===== config.mk =====
export PLATFORM = sky130hd
export DESIGN_NAME = pds_cfg_regs
export DESIGN_NICKNAME = d
export VERILOG_FILES = /design/src/pds_pkg.sv /design/src/pds_cfg_regs.sv
export SDC_FILE = /design/constraint.sdc
export NUM_CORES = 1
export LEC_CHECK = 0
export ABC_AREA = 1
export ABC_CLOCK_PERIOD_IN_PS = 2000
export BUFFER_PORTS_ARGS = -buffer_cell sky130_fd_sc_hd__buf_2
export CAP_MARGIN = 15
export CORE_MARGIN = 1.5
export CORE_UTILIZATION = 45
export DETAILED_ROUTE_END_ITERATION = 12
export GPL_ROUTABILITY_DRIVEN = 0
export GPL_TIMING_DRIVEN = 0
export HOLD_SLACK_MARGIN = 0.06
export PLACE_DENSITY = 0.78
export SLEW_MARGIN = 20
export SYNTH_ARGS = -nofsm -noshare
export SYNTH_HDL_FRONTEND = slang
export SYNTH_SLANG_ARGS = --single-unit

===== constraint.sdc =====
create_clock -name clk_i -period 2 [get_ports clk_i]
set_input_delay 0.1 -clock clk_i [delete_from_list [all_inputs] [get_ports clk_i]]
set_output_delay 0.1 -clock clk_i [all_outputs]
set_load 0.005 [all_outputs]

===== src/pds_pkg.sv =====
// shared types, widths and reset values for the pid differential steering block
`timescale 1ns / 1ps
`default_nettype none

package pds_pkg;

  // field widths
  localparam int ErrW     = 16;
  localparam int IntegW   = 24;
  localparam int DiffW    = ErrW + 1;
  localparam int GainW    = 16;
  localparam int SpeedW   = 8;
  localparam int CtrlW    = 16;
  localparam int CfgIdxW  = 3;
  localparam int CfgDataW = 16;

  // datapath widths
  localparam int ProdPW = GainW + ErrW;
  localparam int ProdIW = GainW + IntegW;
  localparam int ProdDW = GainW + DiffW;
  localparam int SumW   = ProdIW + 2;
  localparam int FracW  = 8;
  localparam int ShW    = SumW - FracW;
  localparam int SpdCalcW = CtrlW + 2;
  localparam int PivProdW = 2 * SpeedW;
  localparam int PivFracW = 4;

  // register indexes on the configuration port
  typedef enum logic [CfgIdxW-1:0] {
    REG_GAIN_P          = 3'd0,
    REG_GAIN_I          = 3'd1,
    REG_GAIN_D          = 3'd2,
    REG_BASE_SPEED      = 3'd3,
    REG_PIVOT_THRESHOLD = 3'd4,
    REG_PIVOT_GAIN      = 3'd5
  } cfg_reg_e;

  // reset values of the configuration registers
  localparam logic signed [GainW-1:0] GainPRst  = 16'sd256;
  localparam logic signed [GainW-1:0] GainIRst  = 16'sd0;
  localparam logic signed [GainW-1:0] GainDRst  = 16'sd0;
  localparam logic [SpeedW-1:0]       BaseRst   = 8'd128;
  localparam logic [SpeedW-1:0]       ThreshRst = 8'd0;
  localparam logic [SpeedW-1:0]       PivGainRst = 8'd16;

  // configuration register set
  typedef struct packed {
    logic signed [GainW-1:0] gain_p;
    logic signed [GainW-1:0] gain_i;
    logic signed [GainW-1:0] gain_d;
    logic [SpeedW-1:0]       base_speed;
    logic [SpeedW-1:0]       pivot_threshold;
    logic [SpeedW-1:0]       pivot_gain;
  } cfg_t;

  // operands held in the input register
  typedef struct packed {
    logic signed [ErrW-1:0]   err;
    logic signed [IntegW-1:0] integ;
    logic signed [DiffW-1:0]  diff;
  } stage_t;

  // clamp a signed speed to the pwm range
  function automatic logic [SpeedW-1:0] clamp_u8(input logic signed [SpdCalcW-1:0] v);
    logic [SpeedW-1:0] r;
    if (v[SpdCalcW-1]) begin
      r = '0;
    end else if (|v[SpdCalcW-2:SpeedW]) begin
      r = '1;
    end else begin
      r = v[SpeedW-1:0];
    end
    return r;
  endfunction

endpackage

`default_nettype wire


===== src/pds_cfg_regs.sv =====
// configuration register file for the pid differential steering block
`timescale 1ns / 1ps
`default_nettype none

module pds_cfg_regs (
  input  wire logic                            clk_i,
  input  wire logic                            rst_ni,
  input  wire logic                            cfg_we_i,
  input  wire logic [pds_pkg::CfgIdxW-1:0]     cfg_idx_i,
  input  wire logic [pds_pkg::CfgDataW-1:0]    cfg_data_i,
  output pds_pkg::cfg_t                        cfg_o
);
  import pds_pkg::*;

  cfg_t cfg_q, cfg_d;

  // decode the register index, unknown indexes are dropped
  always_comb begin
    cfg_d = cfg_q;
    if (cfg_we_i) begin
      case (cfg_reg_e'(cfg_idx_i))
        REG_GAIN_P:          cfg_d.gain_p          = signed'(cfg_data_i[GainW-1:0]);
        REG_GAIN_I:          cfg_d.gain_i          = signed'(cfg_data_i[GainW-1:0]);
        REG_GAIN_D:          cfg_d.gain_d          = signed'(cfg_data_i[GainW-1:0]);
        REG_BASE_SPEED:      cfg_d.base_speed      = cfg_data_i[SpeedW-1:0];
        REG_PIVOT_THRESHOLD: cfg_d.pivot_threshold = cfg_data_i[SpeedW-1:0];
        REG_PIVOT_GAIN:      cfg_d.pivot_gain      = cfg_data_i[SpeedW-1:0];
        default:             cfg_d = cfg_q;
      endcase
    end
  end

  // register storage
  always_ff @(posedge clk_i or negedge rst_ni) begin
    if (!rst_ni) begin
      cfg_q.gain_p          <= GainPRst;
      cfg_q.gain_i          <= GainIRst;
      cfg_q.gain_d          <= GainDRst;
      cfg_q.base_speed      <= BaseRst;
      cfg_q.pivot_threshold <= ThreshRst;
      cfg_q.pivot_gain      <= PivGainRst;
    end else begin
      cfg_q <= cfg_d;
    end
  end

  assign cfg_o = cfg_q;

endmodule

`default_nettype wire


Yosys cells after proc, flatten, opt, wreduce, memory -nomap -nowiden
Cells that the tools add are included.
- equality and inequality tests: 5
- reductions and logical operators: 7
- operator list (kind ; count):
    AND reduction 2 bit ; 6
    == test 3 x 2 -> 1 bit, second input constant ; 2
    == test 3 bit, second input constant ; 2
    == test 3 x 1 -> 1 bit, second input constant ; 1
    zero test 3 bit ; 1
- register bits: 72

Depth between registers and ports, before layout
Gate-level depths: netlist (run 1).
- depth in word-level cells: 2
- depth in mapped cells: 6
- gate-level depth less buffers: 5

Least setup slack after synthesis (run 1)
No wires, ideal clock.
- path type: input to register
- start: input cfg_we_i
- end: register cfg_q, in the netlist cfg_o[16]
- stages: 6
- data arrival time: 0.761 ns
- library setup time: 0.117 ns
- path slack: 1.123 ns
- data required time: 1.883 ns
- path buffers: 1
- cells stage by stage: inv_1 nor2_4 buf_2 nand2_1 nand2_1 nand2_1
- longest elaborated chain between the ends: 1
- ends and longest elaborated chain (what ; line ; text):
    from (decl) ; pds_cfg_regs.sv:8 ; input wire logic cfg_we_i,
    AND reduction 2 bit (no source line) ; n/a ;
    to (signal assigned) ; pds_cfg_regs.sv:43 ; cfg_q <= cfg_d;
    to (decl) ; pds_cfg_regs.sv:15 ; cfg_t cfg_q, cfg_d;
No other way between the ends.
A chain may end at the register's enable or synchronous reset.

Worst setup path after layout (run 1)
- start: register cfg_q, in the netlist cfg_o[64]
- end: output cfg_o[64] (netlist name)
- RTL lines (what ; line ; text):
    to (decl) ; pds_cfg_regs.sv:11 ; output pds_pkg::cfg_t cfg_o
No word-level cell between the ends.

==> key figures, run 1 <==
Setup path
  • Critical path, cell by cell: buf_2
  • CP Launch Type: register
  • Critical Path AT: 0.99 ns
  • Crit path largest cell delay: 0.54 ns
  • Largest delay share family, worst path: flip-flops
  • Worst path slowest cell: dfstp_2
  • Worst path bufs/invs: 1
  • Worst endpoint required time: 1.90 ns
  • CP Max Fanout: 2
  • CP Class: reg2out
  • CP endpoint kind: output pin

CTS
  • Cts repair resizes: 0
  • Clock sink count: 72
  • Clk root buf: clkbuf_8
  • Max H-tree Level: 3
  • Max Buffers Root-to-Sink: 2
  • CTS tree: done
  • CTS buffer count: 9
  • Clk_lat worst skew: 0.33 ns
  • Worst-path clk slew: 0.07 ns
  • Setup bufs post-CTS: 0

Timing
  • Clock Skew: 0 ns
  • Fin. Hold Viols: 0
  • Period utilization: 0.545
  • Achievable Freq: 0.918 GHz
  • RSZ-0062 raised after global routing: no
  • Worst-margin pin slew: 0.506 ns
  • Setup violators final: 0
  • Clock period minus worst slack: 1.09 ns
  • Fin Hold WS: 0.0760 ns
  • Slew HR: 0.661
  • Max-slew violations: 0
  • Setup TNS Final: 0 ns

Synthesis
  • Syn Nets: 344
  • Post-synth top cells: 167 x nand2_1, 69 x dfrtp_1, 56 x nand3_1
  • Top post-synthesis cells by area: dfrtp_1 60%, nand2_1 22%, nand3_1 9.8%
  • Cell variety after synth: 13
  • Count leader, synth: nand2_1
  • Cell taking the most area after synthesis: dfrtp_1
  • Synth Cell Area: 2860 µm²
  • Post-synth EDFFs: 0
  • Async S/R FF share, synth: 1.00
  • Syn Area/Cell: 8.89 µm²
  • Synth Register Bits: 72
  • Sequential cell area fraction in the yosys report: 0.630
  • Top_reg_cell synth: dfrtp_1
  • Post-synth top area share: 0.603
  • Synth warn: 0
  • Post-Syn Instances: 322

GRT
  • Grt ovf: 0
  • First-pass GRT wire length: 12100 µm
  • Global-route usage over all layers: 0.245
  • Largest net degree at the start of global routing: 46
  • Initial antenna violation count: 0
  • Number of global-route vias before repair: 2460

Drt
  • First drt pass iteration count: 4
  • Wire per inst: 14.9 µm
  • Vias per cell: 5.04
  • Initial drt markers: 176
  • Post-route ant nets: 0
  • Vias after detailed routing: 2619
  • # DRC: 0
  • Total Wirelength: 7750 µm

Cells and area
  • Area grow syn2layout: 31.1%
  • Total Nets Final: 462
  • Area occupied by multi-input gates: 973 µm²
  • Fin area: 3760 µm²
  • N_diodes: 0
  • Sequential cell area: 1810 µm²
  • Layout cell share with drive strength beyond 1: 0.294
  • Fillers: 567
  • Number of flip-flops in the largest register: 72

Floorplan
  • Die Span X: 82.8 µm
  • Floorplan Core Area: 6030 µm²
  • Initial core utilization: 0.475
  • Die Y: 82.8 µm
  • I/O pin cnt: 94
  • Die ar.: 6850 µm²
  • Std-Cell Rows: 28

Job
  • Max-cap viol count: 0

Min path
  • Min-Delay Path Class: in2reg

Placement
  • Placed Area: 3450 µm²
  • I/O Buffers: 93
  • HPWL Detailed: 5320 µm

Outcome
  • Status: complete, no violations

Pwr
  • Peak supply drop: 525 µV
  • Static Leak: 2.18 nW
  • Power Total: 3.70 mW
  • P per Cell Area: 984 nW/µm²
==> what timing repair did <==
action                                  CTS  global route
endpoints found under the setup margin    0             0
hold buffers                             13             0
endpoints found under the hold margin    99             0
==> metal layers <==
layer  vias to the layer above  wire [µm]  GRT usage
met2                       109       3650      0.387
met4                         0        100     0.0867
met5                         -          0          0
met3                        10        727     0.0710
met1                      1250       3270      0.321
li1                       1250          -          -
==> cells by family after synthesis <==
logic type	after synthesis	synth area share
DFF	72	0.630
and+or+nand+nor	232	0.340
buffers and inverters	18	0.0297
==> final timing paths <==
kind / slack (ns) / cells after the start / start / end
worst max-delay path: 0.91 / 1 / cfg_o[64] / cfg_o[64]
worst min-delay path: 0.08 / 3 / cfg_data_i[0] / cfg_o[16]
worst max register to register: 1.26 / 2 / cfg_o[4] / cfg_o[4]
worst min register to register: 0.47 / 2 / cfg_o[51] / cfg_o[51]
max in group asynchronous: 1.17 / 3 / rst_ni / cfg_o[23]
min in group asynchronous: 0.22 / 2 / rst_ni / cfg_o[66]
==> final cells by class <==
cell class                      count  share of cell area
Tap cell                           75              0.0250
Multi-Input combinational cell    232               0.259
Sequential cell                    72               0.481
Buffer                             12              0.0167
Clock inverter                      4              0.0120
Timing Repair Buffer              107               0.165
Inverter                            6             0.00600
Clock buffer                       12              0.0360
==> where the power goes <==
part           total [mW]  switching [mW]  internal, mW
sequential           1.89           0.156          1.74
clock                1.07           0.502         0.572
combinational       0.730           0.393         0.337
==> metrics by stage <==
| stage | utilization | std cells | worst slack [ns] |
|---|---|---|---|
| finish | 0.623 | 520 | 0.911 |
| global route | 0.623 | 520 | 0.864 |
| CTS | 0.623 | 520 | 0.888 |
| detailed placement | 0.572 | 491 | 0.776 |
| global placement | 0.568 | 490 | 0.481 |
| floorplan | - | 322 | 1.12 |
==> layout by cell type, fill, tap and decap left out <==
cell type | Yosys | final
buf_4 | 1 | 2
clkbuf_8 | 0 | 9
buf_2 | 11 | 103
nor2_4 | 3 | 3
clkinv_2 | 0 | 3
nor2_2 | 1 | 1
bufinv_16 | 0 | 1
buf_12 | 0 | 1
dfstp_2 | 3 | 3
inv_2 | 2 | 2
nand2_1 | 167 | 167
dfrtp_1 | 69 | 69
nand2_2 | 3 | 3
nand3_1 | 56 | 56
nor2_1 | 2 | 2
clkbuf_1 | 0 | 3
inv_1 | 3 | 3
clkinv_1 | 1 | 1
dlygate4sd3_1 | 0 | 13
Power figures use the tool's default switching activity.
==> inputs of run 2 (changes only) <==
- ABC_CLOCK_PERIOD_IN_PS: 2000 -> 1090
- clock period: 2 -> 1.09 ns (I/O delays scaled with it)
==> run 2 against run 1 <==
  * Clock skew is the same
  * Critical path type unchanged
  * Non-clock buffer count rose by 4
  * Design area increased by 1.2%
  * First-iteration DRC count shrank 16%
  * Wire length is 1.4% higher
  * Largest cell class unchanged
  * Via count grew 0.73%
  * Clock-buffer cell count unchanged
==> key figures, run 2 (synthesized netlist as in run 1, its figures left out) <==
Outcome
  • Status: complete, no violations

Setup path
  • Reg-to-Reg End: cfg_o[4]
  • CP Launch Point: cfg_o[64]
  • CP Max Fanout: 2
  • Critical path, cell by cell: buf_6
  • Worst path slowest cell: dfstp_2
  • Crit path largest cell delay: 0.56 ns
  • R2R Path Start: cfg_o[4]
  • Critical Path AT: 0.99 ns
  • CP endpoint kind: output pin
  • Largest delay share family, worst path: flip-flops
  • CP Launch Type: register
  • Worst r2r path cells: 2
  • CP Class: reg2out
  • Worst path bufs/invs: 1
  • Worst endpoint required time: 1.04 ns
  • CP endpoint: cfg_o[64]
  • Instance count on the critical path: 1
  • FF-to-FF setup slack: 0.34 ns

Timing
  • Clock Skew: 0 ns
  • Period utilization: 0.957
  • Worst-margin pin slew: 0.508 ns
  • RSZ-0062 raised after global routing: no
  • Achievable Freq: 0.959 GHz
  • Setup violators final: 0
  • Fin. Hold Viols: 0
  • Clock period minus worst slack: 1.04 ns
  • Slew HR: 0.660
  • Max-slew violations: 0

GRT
  • Largest net degree at the start of global routing: 46
  • First-pass GRT wire length: 12200 µm
  • Initial antenna violation count: 0
  • Global-route usage over all layers: 0.248
  • Grt ovf: 0
  • Number of global-route vias before repair: 2499

Floorplan
  • Die Y: 82.8 µm
  • Initial core utilization: 0.475
  • I/O pin cnt: 94
  • Die Span X: 82.8 µm
  • Std-Cell Rows: 28
  • Floorplan Core Area: 6030 µm²
  • Die ar.: 6850 µm²

CTS
  • Clock sink count: 72
  • CTS buffer count: 9
  • CTS tree: done
  • Worst-path clk slew: 0.07 ns
  • Clk root buf: clkbuf_8
  • Clk_lat worst skew: 0.33 ns
  • Setup bufs post-CTS: 0
  • Max Buffers Root-to-Sink: 2
  • Max H-tree Level: 3

Cells and area
  • Layout cell share with drive strength beyond 1: 0.292
  • Most common cell after layout, fill and taps aside: nand2_1
  • Final std cells w/o fill: 524
  • N_diodes: 0
  • Fin area: 3800 µm²
  • Util after Layout: 0.631
  • Total Nets Final: 466
  • Area grow syn2layout: 32.8%
  • Most frequent cells in the layout: 167 x nand2_1, 102 x buf_2, 69 x dfrtp_1
  • Number of flip-flops in the largest register: 72

Min path
  • Hold path startpoint: cfg_idx_i[0]
  • Min-Delay Path Class: in2reg

Drt
  • First drt pass iteration count: 4
  • # DRC: 0
  • Post-route ant nets: 0
  • Vias per cell: 5.03
  • Total Wirelength: 7860 µm
  • Wire per inst: 15.0 µm
  • Vias after detailed routing: 2638
  • Initial drt markers: 147

Pwr
  • Static Leak: 2.19 nW
  • P per Cell Area: 1790 nW/µm²
  • Peak supply drop: 968 µV

Placement
  • I/O Buffers: 93
  • Placed Area: 3450 µm²
  • HPWL Detailed: 5320 µm
  • Number of placed instances, taps included: 491

Job
  • Max-cap viol count: 0
## run 2: cell types whose count changed in the layout (fill, tap and decap cells not counted), sizes merged
cell	previous run	this run
dlygate4sd3	13	17
## run 2: report_power, final
group | switching [mW] | internal [mW] | leakage (nW)
combinational | 0.728 | 0.635 | 1.20
clock | 0.931 | 1.05 | 0.0941
sequential | 0.289 | 3.19 | 0.899
## run 2: final cells by class
| type | instances | area (µm²) |
|---|---|---|
| repair buffers | 111 | 664 |
| plain buffers | 12 | 62.6 |
| clock buffers | 12 | 135 |
| flip-flops and latches | 72 | 1810 |
| multi-input cells | 232 | 973 |
| clock inverters | 4 | 45.0 |
| well taps | 75 | 93.8 |
| fillers | 560 | 2220 |
| inverters | 6 | 22.5 |
## run 2: through the flow
stage	TNS (ns)	worst slack [ns]	hold slack [ns]	total power, mW
detailed placement	-0.958	-0.0885	-0.00162	4.83
floorplan	0	0.258	-0.241	4.02
global route	0	0.00682	0.112	7.24
finish	0	0.0473	0.116	6.82
CTS	0	0.0239	0.0967	6.88
global placement	-27.07	-0.383	0.325	4.76
## run 2: how the worst min path moves through the flow
| stage | endpoint | cells past startpoint |
|---|---|---|
| floorplan | cfg_o[0] | 0 |
| global placement | cfg_o[64] | 3 |
| detailed placement | cfg_o[65] | 1 |
| CTS | cfg_o[28] | 4 |
| global route | cfg_o[55] | 4 |
| finish | cfg_o[25] | 4 |
## run 2: repair_timing
action / CTS / global route
hold buffers: 17 / 0
hold endpoints to repair: 142 / 0
resized for setup: 0 / 1
endpoints found under the setup margin: 0 / 1
## run 2: per-layer routing
layer  vias to the layer above  share of wire  GRT usage
li1                       1258              -          -
met1                      1251           0.42      0.321
met2                       118           0.47      0.398
met3                        11          0.089     0.0710
met4                         0          0.014     0.0867
met5                         -              0          0
