--- src/pds_pkg.sv ---
// shared types, widths and reset values for the pid differential steering block
`timescale 1ns / 1ps
`default_nettype none

package pds_pkg;

  // field widths
  localparam int ErrW     = 16;
  localparam int IntegW   = 24;
  localparam int DiffW    = ErrW + 1;
  localparam int GainW    = 16;
  localparam int SpeedW   = 8;
  localparam int CtrlW    = 16;
  localparam int CfgIdxW  = 3;
  localparam int CfgDataW = 16;

  // datapath widths
  localparam int ProdPW = GainW + ErrW;
  localparam int ProdIW = GainW + IntegW;
  localparam int ProdDW = GainW + DiffW;
  localparam int SumW   = ProdIW + 2;
  localparam int FracW  = 8;
  localparam int ShW    = SumW - FracW;
  localparam int SpdCalcW = CtrlW + 2;
  localparam int PivProdW = 2 * SpeedW;
  localparam int PivFracW = 4;

  // register indexes on the configuration port
  typedef enum logic [CfgIdxW-1:0] {
    REG_GAIN_P          = 3'd0,
    REG_GAIN_I          = 3'd1,
    REG_GAIN_D          = 3'd2,
    REG_BASE_SPEED      = 3'd3,
    REG_PIVOT_THRESHOLD = 3'd4,
    REG_PIVOT_GAIN      = 3'd5
  } cfg_reg_e;

  // reset values of the configuration registers
  localparam logic signed [GainW-1:0] GainPRst  = 16'sd256;
  localparam logic signed [GainW-1:0] GainIRst  = 16'sd0;
  localparam logic signed [GainW-1:0] GainDRst  = 16'sd0;
  localparam logic [SpeedW-1:0]       BaseRst   = 8'd128;
  localparam logic [SpeedW-1:0]       ThreshRst = 8'd0;
  localparam logic [SpeedW-1:0]       PivGainRst = 8'd16;

  // configuration register set
  typedef struct packed {
    logic signed [GainW-1:0] gain_p;
    logic signed [GainW-1:0] gain_i;
    logic signed [GainW-1:0] gain_d;
    logic [SpeedW-1:0]       base_speed;
    logic [SpeedW-1:0]       pivot_threshold;
    logic [SpeedW-1:0]       pivot_gain;
  } cfg_t;

  // operands held in the input register
  typedef struct packed {
    logic signed [ErrW-1:0]   err;
    logic signed [IntegW-1:0] integ;
    logic signed [DiffW-1:0]  diff;
  } stage_t;

  // clamp a signed speed to the pwm range
  function automatic logic [SpeedW-1:0] clamp_u8(input logic signed [SpdCalcW-1:0] v);
    logic [SpeedW-1:0] r;
    if (v[SpdCalcW-1]) begin
      r = '0;
    end else if (|v[SpdCalcW-2:SpeedW]) begin
      r = '1;
    end else begin
      r = v[SpeedW-1:0];
    end
    return r;
  endfunction

endpackage

`default_nettype wire

--- src/pds_front.sv ---
// input register with integral and previous error state
`timescale 1ns / 1ps
`default_nettype none

module pds_front (
  input  wire logic                          clk_i,
  input  wire logic                          rst_ni,
  input  wire logic                          in_valid_i,
  output logic                               in_stall_o,
  input  wire logic signed [pds_pkg::ErrW-1:0] error_value_i,
  input  wire logic                          advance_i,
  output logic                               stage_valid_o,
  output pds_pkg::stage_t                    stage_o
);
  import pds_pkg::*;

  logic                     accept;
  logic                     stage_valid_q, stage_valid_d;
  stage_t                   stage_q;
  logic signed [IntegW-1:0] integral_q, integral_d;
  logic signed [ErrW-1:0]   last_error_q;
  logic signed [IntegW:0]   acc;
  logic signed [DiffW-1:0]  diff;

  // handshake: the stage frees up when the core takes its contents
  assign in_stall_o = stage_valid_q && !advance_i;
  assign accept     = in_valid_i && !in_stall_o;

  // saturating integral and error difference
  always_comb begin
    acc  = (IntegW + 1)'(integral_q) + (IntegW + 1)'(error_value_i);
    diff = DiffW'(error_value_i) - DiffW'(last_error_q);
    if (acc[IntegW] != acc[IntegW-1]) begin
      integral_d = acc[IntegW] ? {1'b1, {(IntegW-1){1'b0}}} : {1'b0, {(IntegW-1){1'b1}}};
    end else begin
      integral_d = acc[IntegW-1:0];
    end
  end

  // stage occupancy
  always_comb begin
    if (accept) begin
      stage_valid_d = 1'b1;
    end else if (advance_i) begin
      stage_valid_d = 1'b0;
    end else begin
      stage_valid_d = stage_valid_q;
    end
  end

  // control state and feedback registers
  always_ff @(posedge clk_i or negedge rst_ni) begin
    if (!rst_ni) begin
      stage_valid_q <= 1'b0;
      integral_q    <= '0;
      last_error_q  <= '0;
    end else begin
      stage_valid_q <= stage_valid_d;
      if (accept) begin
        integral_q   <= integral_d;
        last_error_q <= error_value_i;
      end
    end
  end

  // operand register
  always_ff @(posedge clk_i) begin
    if (accept) begin
      stage_q.err   <= error_value_i;
      stage_q.integ <= integral_d;
      stage_q.diff  <= diff;
    end
  end

  assign stage_valid_o = stage_valid_q;
  assign stage_o       = stage_q;

endmodule

`default_nettype wire

--- config.mk ---
export PLATFORM = sky130hd
export DESIGN_NAME = pds_front
export DESIGN_NICKNAME = d
export VERILOG_FILES = /design/src/pds_pkg.sv /design/src/pds_front.sv
export SDC_FILE = /design/constraint.sdc
export NUM_CORES = 1
export LEC_CHECK = 0
export ABC_AREA = 1
export BUFFER_PORTS_ARGS = -buffer_cell sky130_fd_sc_hd__buf_2
export CAP_MARGIN = 20
export CORE_MARGIN = 2
export CORE_UTILIZATION = 54
export CTS_BUF_LIST = sky130_fd_sc_hd__clkbuf_4
export DETAILED_ROUTE_END_ITERATION = 16
export GPL_TIMING_DRIVEN = 0
export PLACE_DENSITY_LB_ADDON = 0.2
export SYNTH_ARGS = -nofsm -noshare
export SYNTH_HDL_FRONTEND = slang
export SYNTH_SLANG_ARGS = --single-unit
--- constraint.sdc ---
create_clock -name clk_i -period 2.35 [get_ports clk_i]
set_input_delay 0.235 -clock clk_i [delete_from_list [all_inputs] [get_ports clk_i]]
set_output_delay 0.235 -clock clk_i [all_outputs]
set_load 0.05 [all_outputs]
**Word-level counts from Yosys, hierarchy flattened**

Cells that the tools add are included.
W data, S select, Z words.

- Register bits: 98
- Bits of input ports: 20
- Output and inout bits: 59

- $add $sub $neg: 2
- Equal/unequal tests: 1
- Mux-type cells: 4
- Reductions and logical operators: 5

Operator list:

| operator | count |
|---|---|
| $mux W24 | 2 |
| $add A24 B16 Y25 | 1 |
| $sub A16 B16 Y17 | 1 |
| $logic_and A1 B1 Y1 | 2 |
| $logic_not A1 Y1 | 2 |
| $mux W1 | 2 |
| $reduce_bool A2 Y1 | 1 |
| $ne A1 B1 Y1 | 1 |

**Longest topological paths before layout**

Gate-level depths: netlist of the first run.

- Word-level depth: 5
- Mapped depth: 18

**Least setup slack after synthesis of the first run**

No wires, ideal clock.

- Kind: register to register
- From: reg stage_valid_q (netlist: stage_valid_o)
- To: reg stage_q, in the netlist stage_o[0], enable pin
- Library setup time: 0.376 ns
- Arrival: 1.921 ns
- Data required time: 1.974 ns
- Path slack: 0.054 ns
- Cell stages (with the launch flop): 5
- Period minus slack after synthesis: 2.296 ns
- Cell sequence: dfrtp_1 nand2_1 inv_1 nor2_1 buf_4

- Longest elaborated chain between the ends: 3

Ends and longest elaborated chain:

| element | line | source |
|---|---|---|
| start: declaration | pds_front.sv:18 | `logic stage_valid_q, stage_valid_d;` |
| start signal: assignment | pds_front.sv:58 | `stage_valid_q <= stage_valid_d;` |
| $logic_and A1 B1 Y1 | pds_front.sv:26 | `assign in_stall_o = stage_valid_q && !advance_i;` |
| named net in_stall_o | pds_front.sv:9 | `output logic in_stall_o,` |
| $logic_not A1 Y1 | pds_front.sv:27 | `assign accept = in_valid_i && !in_stall_o;` |
| $logic_and A1 B1 Y1 | pds_front.sv:27 |  |
| named net accept | pds_front.sv:17 | `logic accept;` |
| end: declaration | pds_front.sv:19 | `stage_t stage_q;` |

The timed path passes the listed nets, and every way through them passes these cells.
A chain may end at the register's enable or synchronous reset.

**Worst setup path in the final report of the first run**

- From: reg integral_q[0]
- To: reg integral_q[19]

- Longest elaborated chain between the ends: 3
- Elaborated cells between the ends (all ways): 4
- Those cells by class: 1 x add/sub; 1 x eq/ne; 2 x mux

Ends and longest elaborated chain:

| element | line | source |
|---|---|---|
| start: declaration | pds_front.sv:20 | `logic signed [IntegW-1:0] integral_q, integral_d;` |
| start signal: assignment | pds_front.sv:60 | `integral_q <= integral_d;` |
| $add A24 B16 Y25 * | pds_front.sv:31 | `acc = (IntegW + 1)'(integral_q) + (IntegW + 1)'(error_value_i);` |
| $mux W24 or $ne A1 B1 Y1 (tied branches) | pds_front.sv:34, pds_front.sv:33 |  |
| $mux W24 * | pds_front.sv:33 | `if (acc[IntegW] != acc[IntegW-1]) begin` |
| named net integral_d[19] | pds_front.sv:20 |  |

Mark *: on every way through the listed nets, which the timed path passes. The rest lies on a longest branch.

==> flow_summary.yaml, run 1 <==
grt:
  grt_pass1_wl_microns: 23800
  grt_max_degree: 67
  track_usage_pct: 26.8
  grt_pass1_vias: 4719
  grt_overflow: 0
  grt_antenna_before_repair: 0
setup_path:
  path_max_fanout: 5
  crit_type: "reg -> reg"
  required_ns: 2.76
  end_kind: "register"
  critPathLaunchType: "register"
  crit_arrival_ns: 2.80
power:
  combPwrFrac_pct: 65.9
  power.density_mw_per_mm2: 1510
  internal_power_mw: 5.72
  seqPwrFrac_pct: 25.5
  vdd_drop_max_mv: 1.11
  p_leak_nw: 3.56
  p_sw_mw: 5.59
  p_sw_share_pct: 49.4
  clkPwrFrac_pct: 8.6
floorplan:
  core_sq_mm: 0.0107
  start_util_pct: 54.9
  io_pins: 79
  die-area_sq_mm: 0.0118
  rows: 38
  die-width_microns: 108
  die_y_microns: 108
logic_synthesis:
  synth_warnings: 0
  syn_area_sq_mm: 0.00590
  synthCells: 691
  synth_edf_count: 57
  synth_seq_area_share_pct: 46.4
  synth-main-ff-cell: "edfxtp_1"
  synth.distinct_cells: 35
  synth-async-reset-ratio_pct: 41.8
  synth_nets: 753
  synth_seq_cells: 98
  syn_avg_cell_area_sq_um: 8.53
timing:
  period_minus_slack_ns: 2.39
  max_freq_ghz: 0.419
  grt_setup_unrepaired: "yes"
  tightestPinTransition_ns: 0.804
  fin_crit_sh_pct: 102
  setup_ws_ns: -0.0385
  finClkSkew_ns: 0.0246
  finalSetupViolations: 11
  hold_slack_ns: 0.0558
  slew-limit-headroom_pct: 46.4
  hold_violations: 0
  report.final.slew_viol_count: 0
routing:
  drc_errors: 0
  drt.antenna.violating_nets: 0
  via_count: 5116
  drtPass1Iterations: 5
  drt_iter0_drc: 389
  avgRoutedWirePerCell_microns: 16.2
  wl_microns: 15700
  post_drt_via_cell_ratio: 5.29
status:
  status: "complete, but fails checks"
  violations: "setup timing"
min_path:
  hold_class: "in -> reg"
flow_run:
  cap_violations: 0
cts:
  ctsRootBufferMaster: "clkbuf_4"
  clk_path_buf_depth: 2
  cts_tree: "built"
  clock-sinks: 98
  clkTransAtPathRegs_ns: 0.17
  cts_buffers: 9
  htreeDepth: 3
  clock_latency_ns: 0.49
finish:
  antenna_cells: 0
  area_growth_pct: 27.4
  layout-drive-gt1-share_pct: 30.0
  nFillCells: 872
  num-nets-final: 884
  instances_no_fill: 967
placed_design:
  io_buffer_count: 78
  pre_cts_ws_ns: -0.317
  dp_hpwl_microns: 10900
  gp_congestion: 0.914
  dp.cells: 909
[sequential cells by signal, summed over array words and instances, names as in the netlist]
signal         flops
stage_o           57
integral_q        24
last_error_q      16
stage_valid_o      1
[per-stage QoR]
step	area [sq um]	TNS [ns]	utilization, %	power (mW)
floorplan	5900	0	-	7.32
global placement	6460	-12.00	60.1	8.51
detailed placement	6460	-13.56	60.1	8.61
CTS	7050	-0.720	65.6	10.6
global route	7510	-1.12	69.9	12.1
finish	7510	-0.198	69.9	11.3
[cells by family after synthesis]
| kind of cell | after synthesis | synth area share [%] |
|---|---|---|
| AOI/OAI and AO/OA | 87 | 7.94 |
| xor gates and xnor gates | 28 | 4.16 |
| adders and majority gates | 42 | 9.17 |
| buffers and inverters | 92 | 6.49 |
| DFF | 98 | 46.4 |
| and+or+nand+nor | 344 | 25.8 |
[power groups by stage]
| stage | clock [mW] | sequential (mW) | combinational [mW] |
|---|---|---|---|
| 2_1_floorplan | 0 | 3.78 | 3.55 |
| 3_3_place_gp | 0 | 2.81 | 5.70 |
| 3_5_place_dp | 0 | 2.83 | 5.78 |
| 4_1_cts | 0.973 | 2.81 | 6.79 |
| 5_1_grt | 1.05 | 2.93 | 8.10 |
| 6_report | 0.970 | 2.89 | 7.46 |
[critical path, stage by stage, from the launching register on]
cell and delay, ns:
dfrtp_1 0.42, ha_4 0.15, inv_2 0.04, fa_2 0.36
inv_2 0.07, nand2_1 0.05, nand2_1 0.07, nand3_2 0.08
nand2_2 0.10, nand2_2 0.06, nand4_1 0.08, nand2_2 0.12
inv_2 0.10, nand3_4 0.13, buf_12 0.17, buf_12 0.13
nand2_4 0.05, nand2_1 0.04, nand2_1 0.08
[synthesized netlist by cell type (5+ instances only)]
| master | instances | area [sq um] |
|---|---|---|
| edfxtp_1 | 57 | 1710 |
| nor2_1 | 31 | 116 |
| xor2_1 | 17 | 149 |
| o21bai_1 | 6 | 45.0 |
| nand2_2 | 41 | 257 |
| nand4_1 | 9 | 56.3 |
| xnor2_1 | 11 | 96.3 |
| ha_1 | 40 | 500 |
| nand3_1 | 24 | 120 |
| nor2_2 | 6 | 37.5 |
| dfrtp_1 | 41 | 1030 |
| nor3_1 | 5 | 25.0 |
| o21ai_0 | 33 | 165 |
| clkbuf_1 | 5 | 18.8 |
| inv_1 | 78 | 293 |
| a21oi_1 | 40 | 200 |
| nand2_1 | 218 | 818 |
[worst paths after layout]
kind                                  startpoint               end  slack, ns  depth (start not counted)
worst max-delay path               integral_q[0]    integral_q[19]      -0.04                         18
worst min-delay path            error_value_i[9]       stage_o[50]       0.06                          1
worst max register to register     integral_q[0]    integral_q[19]      -0.04                         18
worst min register to register   last_error_q[0]   last_error_q[0]       0.52                          2
max in group asynchronous                 rst_ni    integral_q[19]       1.81                          3
min in group asynchronous                 rst_ni  last_error_q[13]       0.08                          2
[cell usage in the layout, fill, tap and decap left out, types with 4 or more instances in the layout]
master         synthesis  layout
a21oi_1               40      34
a21oi_2                2       8
buf_12                 0       7
buf_2                  0      78
buf_4                  2      25
clkbuf_1               5       5
clkbuf_4               0      10
dfrtp_1               41      40
dlygate4sd3_1          0      15
edfxtp_1              57      57
ha_1                  40      17
ha_4                   0      21
inv_1                 78      76
inv_2                  2       4
nand2_1              218     193
nand2_2               41      52
nand2_4                0      14
nand3_1               24      22
nand4_1                9       9
nor2_1                31      26
nor2_2                 6       7
nor2_4                 1       5
nor3_1                 5       5
o21ai_0               33      28
o21bai_1               6       6
xnor2_1               11      11
xor2_1                17      17
[layer usage]
layer | share of wire (%) | vias up | global-route usage (%)
li1 | - | 2517 | -
met1 | 47 | 2434 | 38.7
met2 | 47 | 147 | 41.6
met3 | 4.6 | 18 | 3.56
met4 | 1.5 | 0 | 9.25
met5 | 0 | - | 0
[area by class of cell]
| class | instances | area (sq um) | share of cell area [%] |
|---|---|---|---|
| multi-input combinational | 501 | 3250 | 43.3 |
| sequential | 98 | 2740 | 36.5 |
| timing repair buffer | 120 | 793 | 10.6 |
| inverter | 81 | 304 | 4.05 |
| tap | 140 | 175 | 2.33 |
| buffer | 11 | 105 | 1.40 |
| clock buffer | 10 | 75.1 | 1.00 |
| clock inverter | 6 | 66.3 | 0.883 |
[repair_timing]
item	4_1_cts	5_1_grt
gates resized for setup	38	75
buffers inserted	13	13
hold buffers	15	0
pin swaps	11	15
hold endpoints to repair	55	0
cloned	1	0
endpoints found under the setup margin	52	109
Power figures use the tool's default switching activity.
==> run 2, diff against run 1 <==
--- a/config.mk
+++ b/config.mk
@@ -9,7 +9,7 @@
 export BUFFER_PORTS_ARGS = -buffer_cell sky130_fd_sc_hd__buf_2
 export CAP_MARGIN = 20
 export CORE_MARGIN = 2
-export CORE_UTILIZATION = 54
+export CORE_UTILIZATION = 55
 export CTS_BUF_LIST = sky130_fd_sc_hd__clkbuf_4
 export DETAILED_ROUTE_END_ITERATION = 16
 export GPL_TIMING_DRIVEN = 0
==> constraint.sdc (replaced) <==
create_clock -name clk_i -period 2.7 [get_ports clk_i]
set_input_delay 0.27 -clock clk_i [delete_from_list [all_inputs] [get_ports clk_i]]
set_output_delay 0.27 -clock clk_i [all_outputs]
set_load 0.05 [all_outputs]
==> flow_summary.yaml, run 2 (synthesis results as in run 1) <==
cts:
  clock_latency_ns: 0.48
  clk_path_buf_depth: 2
  clock-sinks: 98
  clkTransAtPathRegs_ns: 0.14
  htreeDepth: 3
  cts_tree: "built"
  ctsRootBufferMaster: "clkbuf_4"
  cts_buffers: 9
setup_path:
  crit_arrival_ns: 2.77
  path_max_fanout: 3
  cpMostUsedCell: "nand3_1"
  required_ns: 2.92
  slowest_delay_ns: 0.52
  end_kind: "register"
  path_cells: "dlygate4sd3_1, buf_4, inv_1, ha_1, fa_1, o21ai_1, nand3_1, nand3_1, nand3_1, a21oi_1, o22ai_1"
  critPathLaunchType: "input pin"
  crit_type: "in -> reg"
  worst_path_max_delay_cell: "dlygate4sd3_1"
placed_design:
  dp_hpwl_microns: 11100
  pre_cts_ws_ns: 0.0159
  gp_congestion: 0.894
  dp.cells: 905
  io_buffer_count: 78
grt:
  grt_overflow: 0
  grt_pass1_vias: 4891
  track_usage_pct: 27.1
  grt_pass1_wl_microns: 24000
  grt_antenna_before_repair: 0
  grt_max_degree: 67
finish:
  layout-drive-gt1-share_pct: 20.4
  final_cell_mix: "218 x nand2_1, 77 x inv_1, 77 x buf_2"
  num-nets-final: 856
  largest_reg_flops: 57
  instances_no_fill: 935
  area_growth_pct: 14.9
  antenna_cells: 0
  final_common_cell: "nand2_1"
  final_core_util_pct: 65.3
timing:
  finalSetupViolations: 0
  finClkSkew_ns: 0.0235
  grt_setup_unrepaired: "no"
  tns_ns: 0
  slew-limit-headroom_pct: 44.8
  max_freq_ghz: 0.392
  setup_ws_ns: 0.151
  period_minus_slack_ns: 2.55
  tightestPinTransition_ns: 0.828
  fin_crit_sh_pct: 94.4
  report.final.slew_viol_count: 0
  hold_violations: 0
routing:
  drtPass1Iterations: 5
  via_count: 4877
  drc_errors: 0
  drt.antenna.violating_nets: 0
  post_drt_via_cell_ratio: 5.22
  avgRoutedWirePerCell_microns: 15.6
  drt_iter0_drc: 225
  wl_microns: 14500
status:
  status: "finished clean"
flow_run:
  cap_violations: 0
floorplan:
  die_y_microns: 108
  rows: 37
  io_pins: 79
  core_sq_mm: 0.0104
  start_util_pct: 56.9
  die-area_sq_mm: 0.0116
  die-width_microns: 108
min_path:
  hold_class: "in -> reg"
power:
  power.density_mw_per_mm2: 1250
  p_leak_nw: 3.36
  vdd_drop_max_mv: 0.787
  power.total_mw: 8.49
-- run 2: worst max-delay path: cells and delay by family --
kind                     cells  cell delay, ns
AO/OA/AOI/OAI                3            0.74
adder cells (fa/ha/maj)      2            0.64
buffers and inverters        3            0.71
AND/OR/NAND/NOR              3            0.41
-- run 2: worst paths after layout --
path | start | end | slack [ns] | cells past startpoint
worst max-delay path | error_value_i[0] | stage_o[16] | 0.15 | 11
worst min-delay path | error_value_i[2] | stage_o[43] | 0.04 | 1
worst max register to register | integral_q[0] | stage_o[24] | 0.20 | 16
worst min register to register | integral_q[3] | integral_q[3] | 0.50 | 2
max in group asynchronous | rst_ni | integral_q[9] | 2.02 | 3
min in group asynchronous | rst_ni | integral_q[23] | 0.20 | 2
-- run 2: layout make-up --
cell class	instances	area, sq um
Clock inverter	3	42.5
Tap cell	136	170
Buffer	11	95.1
Multi-Input combinational cell	501	2800
Timing Repair Buffer	92	531
Inverter	81	304
Sequential cell	98	2740
Fill cell	904	3600
Clock buffer	13	97.6
-- run 2: per-stage QoR --
step	hold WS (ns)	area, sq um
2_1_floorplan	-0.0256	5900
3_3_place_gp	0.468	6460
3_5_place_dp	0.473	6460
4_1_cts	0.00158	6680
5_1_grt	0.0165	6770
6_report	0.0443	6770
-- run 2: repair_timing --
item / in CTS / in global routing
endpoints found under the setup margin: 0 / 51
setup buffers: 0 / 5
hold endpoints to repair: 48 / 0
resized for setup: 0 / 12
hold buffers: 8 / 0
-- run 2: layer usage --
metal / vias up / share of wire [%] / GRT usage [%]
met5: - / 0 / 0
met1: 2256 / 48 / 38.5
met3: 19 / 5.1 / 4.30
met4: 0 / 2.0 / 9.62
met2: 147 / 45 / 42.3
li1: 2455 / - / -
-- run 2: power breakdown --
part           internal [mW]  total [mW]  leakage, nW  switching [mW]
combinational           1.69        5.26         2.25            3.57
clock                  0.324       0.792       0.0796           0.468
sequential              2.24        2.43         1.04           0.190
